`src/rtl/scc_ram.sv`:
```
// generic single write port ram with one registered read port
`timescale 1ns / 1ps

module scc_ram #(
    parameter int WIDTH = 8,
    parameter int DEPTH = 64
) (
    input  logic                     clk,
    input  logic                     we,
    input  logic [$clog2(DEPTH)-1:0] waddr,
    input  logic [WIDTH-1:0]         wdata,
    input  logic [$clog2(DEPTH)-1:0] raddr,
    output logic [WIDTH-1:0]         rdata
);

    logic [WIDTH-1:0] mem [DEPTH];

    always_ff @(posedge clk)
    begin
        if (we)
        begin
            mem[waddr] <= wdata;
        end
        rdata <= mem[raddr];
    end

endmodule

```
`config.mk`:
```
export PLATFORM = sky130hd
export DESIGN_NAME = scc_ram
export DESIGN_NICKNAME = d
export VERILOG_FILES = /design/src/rtl/scc_ram.sv
export SDC_FILE = /design/constraint.sdc
export NUM_CORES = 1
export LEC_CHECK = 0
export ABC_CLOCK_PERIOD_IN_PS = 3200
export BUFFER_PORTS_ARGS = -buffer_cell sky130_fd_sc_hd__buf_2
export CAP_MARGIN = 20
export CORE_MARGIN = 1.5
export CORE_UTILIZATION = 35
export CTS_CLUSTER_SIZE = 30
export DETAILED_ROUTE_END_ITERATION = 16
export SYNTH_ARGS = -nofsm -noshare
export SYNTH_HDL_FRONTEND = slang
export SYNTH_SLANG_ARGS = --single-unit
```
`constraint.sdc`:
```
create_clock -name clk -period 3.2 [get_ports clk]
set_clock_uncertainty 0.2 [all_clocks]
set_input_delay 0.16 -clock clk [delete_from_list [all_inputs] [get_ports clk]]
set_output_delay 0.16 -clock clk [all_outputs]
set_load 0.01 [all_outputs]
```
# == After elaboration in Yosys (flattened, before gate mapping) ==
# Memory sizes are Yosys's and may differ from the RTL's. A register that Yosys moved wholly into a read port is not among the register bits.
# Index checks and enable logic that the tools add are counted.
# Widths: inputs -> output; s select.
# totals
reg_bits,0
ramBits,512
inputBits,22
mem_count,1
# classes
mux,2
# memory_table
name,words,word_bits,rd,rd_ports_with_merged_regs,write_ports,line_no,rtl
mem,64,8,1,1,1,16,logic [WIDTH-1:0] mem [DEPTH];
# op_table
op,n
$mux 1,2

# == Depth between registers and ports, before layout ==
# Gate-level depths: netlist of the first run.
# depth
word_depth,2
mapped_depth,9
mapped_depth_nobuf,5

# == Worst setup path before layout of the first run ==
# OpenSTA, ideal clock, no wires.
# synth_timing
path_type,input -> register
startpoint,in raddr[1]
endpoint,"reg rdata[3], read port of mem"
setup_time_ns,0.128
arrival_time_ns,1.700
required_ns,2.872
slack_ns,1.172
cell_stages,7
n_path_buf,3
path_cell_list,buf_4 buf_2 buf_2 mux4_2 mux4_2 o21ai_1 o41ai_1
# synth_lines
item,line_no,rtl
from (decl),12,"input logic [$clog2(DEPTH)-1:0] raddr,"
to (decl),13,output logic [WIDTH-1:0] rdata

# == Worst setup path in the final report of the first run ==
# layout_timing
startpoint,in we
endpoint,mem mem[44][4] (enable)
# layout_between
elab_chain_cells,2
# layout_lines
item,line_no,rtl
from (decl),9,"input logic we,"
$mux 1,20,if (we)
$mux 1 (implied by the code),22,mem[waddr] <= wdata;
to (decl),16,
# Every way passes these cells.

==> metrics.md, run 1 <==
| Metric | Value |
|---|---|
| Die Ht | `around 240 um` |
| Met2 Use GR | `0.2580` |
| WL final | `around 47,000 um` |
| I/O Buffers | `29` |
| Largest net degree at the start of global routing | `65` |
| Max-slew headroom | `0.3894` |
| Static leakage | `approximately 7.5 nW` |
| Placer's final routability congestion estimate | `about 0.79` |
| CTS tree | `built` |
| Via count | `9,920` |
| CP required | `between 3 and 4 ns` |
| Netlist cell types | `40` |
| Hold_ws | `between 0.03 and 0.04 ns` |
| Final instance area | `approximately 24,000 um^2` |
| Antenna Violating Nets Remaining | `0` |
| H-tree levels | `2` |
| 1st-iter DRT viols | `about 1,000` |
| Root Buffer | `clkbuf_16` |
| Critical path class | `input port to register` |
| PwrDens | `608.0 nW/um^2` |
| Fin. max-slew vios | `0` |
| Number of flops mapped to enable cells by yosys | `512` |
| Post-synthesis cell area | `roughly 20,000 um^2` |
| DRC viols | `0` |
| Hold_buf cts | `12` |
| N_diodes | `0` |
| GRT Overall Usage | `0.1620` |
| Rows | `a little under 90` |
| Top-level I/O count | `30` |
| Clock buffer count from CTS | `about 50` |
| Seq cells post-synth | `between 500 and 600` |
| Sink Count | `520` |
| Crit-path max FO | `8` |
| Remaining Overflow, GRT | `0` |
| Fraction of layout cells with a size suffix above 1 | `0.3104` |
| Max Cap Viol | `0` |
| Worst Hold Launch | `wdata[2]` |
| Seq. cell area | `~16,000 um^2` |
| Met3 Use GR | `0.03383` |
| Hold/Removal Path Class | `input port to register` |
| Top_reg_cell synth | `edfxtp_1` |
| Global route hottest layer | `met2` |
| DR WL/cell | `approximately 25 um` |
| DRT Pass-1 Iters | `5` |
| VDD IR max | `around 0.38 mV` |
| Top-count cell post-synth | `edfxtp_1` |
| Final period util | `0.7361` |
| Max Fclk | `between 0.4 and 0.5 GHz` |
| Startpoint Class | `input port` |
| Starting Density | `0.3556` |
| Warnings from Yosys | `0` |
| Core ar. | `roughly 57,000 um^2` |
| Clock transition at path regs | `roughly 0.060 ns` |
| Worst R2R Start | `mem[55][7]` |
| Final core occ | `0.4175` |
| Setup Buffers After CTS | `0` |
| Sum of negative setup slack | `0 ns` |
| Post-CTS sizing | `0` |
| Final setup viols | `0` |
| Status | `completed` |
| Post-synthesis sequential area ratio | `0.7703` |
| Share of the synthesized area in the top cell type | `0.7624` |
| Final nets | `~1,100` |
| Post-Synthesis Cells | `940` |
| Setup crit start | `we` |
| Slack of the worst reg-to-reg path | `roughly 0.97 ns` |
| Final HPWL DP | `about 30,000 um` |
| Largest area contributor in the netlist | `edfxtp_1` |
| CP Data Arrival Time | `~2.4 ns` |
| Slew @ Worst Pin | `0.9159 ns` |
| Area delta synth->final | `17.40%` |
| Max clock buf depth | `3` |
| RSZ-0062 raised after global routing | `false` |
| GR Layer Usage met1 | `0.2231` |
| Hold Violations, Final | `0` |
| Placed inst area | `between 20,000 and 25,000 um^2` |
| # fillers | `slightly below 5,000` |
| Largest cells by area after synthesis | `edfxtp_1 76%, mux4_2 14%, nor2_1 1.5%` |
| Mapped Nets | `between 900 and 1,000` |
| Die W | `~240 um` |
| Vias/cell | `5.249` |
| Die area | `59,070 um^2` |
| Multi-input gate area | `~4300 um^2` |
| Min Tclk post-route | `2.356 ns` |
| Vias in the first global route | `about 10,000` |
| Initial antenna violation count | `2` |
| Endpoint class of the critical path | `register` |
| Most frequent cells after synthesis | `512 x edfxtp_1, 126 x mux4_2, 83 x nor2_1, 23 x mux2i_1, 19 x nand2_1` |
| Post-Syn Area per Cell | `around 21 um^2` |
| Share of flip-flops with an asynchronous set or reset | `0` |
| Worst-Skew Late Latency | `about 0.60 ns` |
| First-pass GRT wire length | `around 70,000 um` |
-- per-stage QoR --
| step | instances | power, mW | setup slack, ns |
|---|---|---|---|
| 6_report | 1890 | 14.39 | 0.8444 |
| 5_1_grt | 1890 | 14.82 | 0.6834 |
| 2_1_floorplan | 940 | 8.102 | 1.172 |
| 3_3_place_gp | 1778 | 8.438 | 0.4817 |
| 3_5_place_dp | 1778 | 8.450 | 0.4640 |
| 4_1_cts | 1886 | 14.51 | 0.8472 |
-- worst max-delay path, stage by stage --
cell and delay (ns):
dlygate4sd3_1 0.52, buf_2 0.18, nor2b_1 0.28, nand2_1 0.41
nor2_1 0.81
-- path summary, 6_finish.rpt --
path / to / depth (start not counted)
worst max-delay path: mem[44][4] / 5
worst min-delay path: mem[21][2] / 1
worst max register to register: rdata[7] / 4
worst min register to register: rdata[1] / 4
-- registers in the layout, indices dropped and copies added, names as in the netlist --
| name | flops |
|---|---|
| mem | 512 |
| rdata | 8 |
-- logic make-up after synthesis --
group	after synthesis	share of synthesized area
flip-flops	520	0.7703
AO/OA/AOI/OAI	54	0.02072
buffers and inverters	51	0.01570
multiplexers	162	0.1594
AND/OR/NAND/NOR	153	0.03387
-- report_power, final --
group | internal [mW] | switching, mW | total [mW]
Combinational | 0.300 | 0.449 | 0.748
Sequential | 7.54 | 0.0248 | 7.56
Clock | 3.54 | 2.54 | 6.08
-- cell type report --
| class | instances | share of cell area |
|---|---|---|
| clock buffers | 60 | 0.05623 |
| clock inverters | 36 | 0.01543 |
| repair buffers | 149 | 0.04994 |
| well taps | 756 | 0.03995 |
| multi-input cells | 369 | 0.1823 |
| flip-flops and latches | 520 | 0.6562 |
-- per-layer routing --
| layer | vias to the layer above | routed length (um) |
|---|---|---|
| li1 | 4235 | - |
| met1 | 5273 | 20250 |
| met2 | 320 | 22760 |
| met3 | 88 | 2866 |
| met4 | 4 | 1339 |
| met5 | - | 28 |
-- placed cells by master (no fill, tap or decap), types with 8 or more instances in the layout --
master         count
edfxtp_1         512
mux4_2           126
buf_4            101
nor2_1            83
clkbuf_16         52
buf_2             26
mux2i_1           23
nand2_1           19
nor2b_1           14
dlygate4sd3_1     14
mux2_2            13
nand3_1           13
clkinv_1          12
clkinv_2          11
o221ai_1           8
o22ai_1            8
clkbuf_1           8
dfxtp_1            8
Power figures use the tool's default switching activity.
==> run 2: changes to the inputs <==
ABC_CLOCK_PERIOD_IN_PS = 2350   (was 3200)
clock period = 2.35 ns   (was 3.2 ns; I/O delays follow)
==> metrics.md, run 2 (synthesis results as in run 1) <==
| Metric | Value |
|---|---|
| Critical path class | `register to register (was input port to register)` |
| Post-CTS sizing | `0 (unchanged)` |
| Sink Count | `520 (unchanged)` |
| DRC viols | `0 (unchanged)` |
| First-pass GRT wire length | `68,710 um (was 69,970 um)` |
| Die Ht | `243.0 um (unchanged)` |
| Clock transition at path regs | `0.06 ns (about the same)` |
| Setup Buffers After CTS | `0 (unchanged)` |
| Top-level I/O count | `30 (unchanged)` |
| Max Fclk | `0.4454 GHz` |
| GRT Overall Usage | `0.1593 (was 0.1620)` |
| Rows | `87 (unchanged)` |
| CP Data Arrival Time | `2.49 ns (was 2.36 ns)` |
| Starting Density | `0.3556 (unchanged)` |
| Die W | `243.0 um (unchanged)` |
| Final instance area | `24,090 um^2 (was 23,680 um^2)` |
| Hold Violations, Final | `0 (unchanged)` |
| Placed inst area | `22,270 um^2 (was 21,800 um^2)` |
| Most frequent cells in the layout | `512 x edfxtp_1, 140 x buf_4, 126 x mux4_2 (was 512 x edfxtp_1, 126 x mux4_2, 101 x buf_4)` |
| Vias/cell | `5.160 (was 5.249)` |
| Fin. max-slew vios | `0 (unchanged)` |
| Critical Path Max Stage Delay | `0.48 ns (was 0.81 ns)` |
| Final nets | `1,156 (was 1,113)` |
| Max clock buf depth | `3 (unchanged)` |
| Reg with most FFs | `mem (unchanged)` |
| I/O Buffers | `29 (unchanged)` |
| Root Buffer | `clkbuf_16 (unchanged)` |
| Fraction of layout cells with a size suffix above 1 | `0.3396 (was 0.3104)` |
| Final HPWL DP | `29,870 um (was 30,000 um)` |
| Worst-Skew Late Latency | `0.59 ns (was 0.60 ns)` |
| Endpoint class of the critical path | `register (unchanged)` |
| Min Tclk post-route | `roughly 2.2 ns` |
| Status | `completed (unchanged)` |
| Final worst slack | `0.1048 ns (was 0.8444 ns)` |
| CP required | `2.60 ns (was 3.21 ns)` |
| PwrDens | `818.5 nW/um^2 (was 608.0 nW/um^2)` |
| Crit-path max FO | `1 (was 8)` |
| Non-Filler Instances | `1,931 (was 1,890)` |
| N_diodes | `0 (unchanged)` |
| H-tree levels | `2 (unchanged)` |
| Area delta synth->final | `19.46% (was 17.40%)` |
| Via count | `9,964 (was 9,920)` |
| Most common cell after layout, fill and taps aside | `edfxtp_1 (unchanged)` |
| Placer's final routability congestion estimate | `0.7881 (was 0.7905)` |
| 1st-iter DRT viols | `865 (was 1,002)` |
| Remaining Overflow, GRT | `0 (unchanged)` |
| Final setup viols | `0 (unchanged)` |
| Startpoint Class | `register (was input port)` |
| Antenna Violating Nets Remaining | `0 (unchanged)` |
| Max reg flops | `512 (unchanged)` |
| DRT Pass-1 Iters | `5 (unchanged)` |
| RSZ-0062 raised after global routing | `false (unchanged)` |
| DP Cell Count | `1,826 (was 1,778)` |
| Crit-path cells | `mux4_2 > mux2_2 > o221a_2 > nor3_1 > buf_4 > o32ai_1 (was dlygate4sd3_1 > buf_2 > nor2b_1 > nand2_1 > nor2_1)` |
| WL final | `46,580 um (was 47,240 um)` |
| Hold_buf cts | `10 (was 12)` |
| Final period util | `0.9554` |
| Clock buffer count from CTS | `52 (was 51)` |
| Seq. cell area | `15,530 um^2 (unchanged)` |
| Multi-input gate area | `4315 um^2 (unchanged)` |
| Static leakage | `7.791 nW (was 7.533 nW)` |
| Die area | `59,070 um^2 (unchanged)` |
| Vias in the first global route | `10,370 (was 10,160)` |
| Sum of negative setup slack | `0 ns (unchanged)` |
| Max Cap Viol | `0 (unchanged)` |
| VDD IR max | `0.6138 mV (was 0.3752 mV)` |
| CTS tree | `built (unchanged)` |
| Initial antenna violation count | `3 (was 2)` |
| DR WL/cell | `24.12 um (was 25.00 um)` |
| Final Power | `19.72 mW (was 14.39 mW)` |
| Largest regs | `mem (512), rdata (8) (unchanged)` |
| Slew @ Worst Pin | `0.7211 ns (was 0.9159 ns)` |
| # fillers | `4,860 (was 4,891)` |
| Hold/Removal Path Class | `input port to register (unchanged)` |
| Max-slew headroom | `0.5193 (was 0.3894)` |
| Core ar. | `56,710 um^2 (unchanged)` |
| Setup WS pre-CTS | `-0.1402 ns (was 0.4640 ns)` |
| Largest net degree at the start of global routing | `65 (unchanged)` |
| CP max stage cell | `mux4_2 (was nor2_1)` |
-- run 2: cell count changes in the layout (fill, tap and decap cells not counted), moves of 2 or more --
cell	change
dlygate4sd3_1	-4
clkbuf_8	+2
clkinv_1	-3
buf_4	+39
buf_12	+7
-- run 2: worst paths after layout --
path	cells past startpoint	slack, ns	endpoint	from
hold reg to reg	3	0.67	rdata[4]	mem[30][4]
setup / recovery	6	0.10	rdata[6]	mem[29][6]
hold / removal	2	0.02	mem[52][3]	wdata[3]
setup reg to reg	6	0.10	rdata[6]	mem[29][6]
-- run 2: stage by stage --
step | utilization | hold WS [ns]
floorplan | - | 0.01637
global placement | 0.3927 | 0.3558
detailed placement | 0.3927 | 0.3699
CTS | 0.4248 | 0.006688
global route | 0.4248 | 0.02799
finish | 0.4248 | 0.01843
-- run 2: worst max-delay path, delay by kind of cell, from the launching register on --
family,cells,cell delay [ns]
muxes,2,0.77
buffers and inverters,1,0.17
AOI/OAI and AO/OA,2,0.37
DFF,1,0.37
and+or+nand+nor,1,0.23
-- run 2: layer usage --
layer  share of wire  global-route usage
met1            0.44              0.2230
met4           0.024             0.05261
met2            0.47              0.2500
met5         0.00013                   0
met3           0.065             0.03173
-- run 2: report_power, final --
group          switching [mW]  leakage [nW]  internal (mW)
Sequential             0.0393          4.67           10.3
Combinational           0.619          2.28          0.453
Clock                    3.40         0.835           4.95
Total                    4.05          7.79           15.7
-- run 2: layout make-up --
class | instances | share of cell area
clock buffer | 64 | 0.05760
clock inverter | 31 | 0.01381
timing repair buffer | 191 | 0.06539
tap | 756 | 0.03926
multi-input combinational | 369 | 0.1791
sequential | 520 | 0.6448
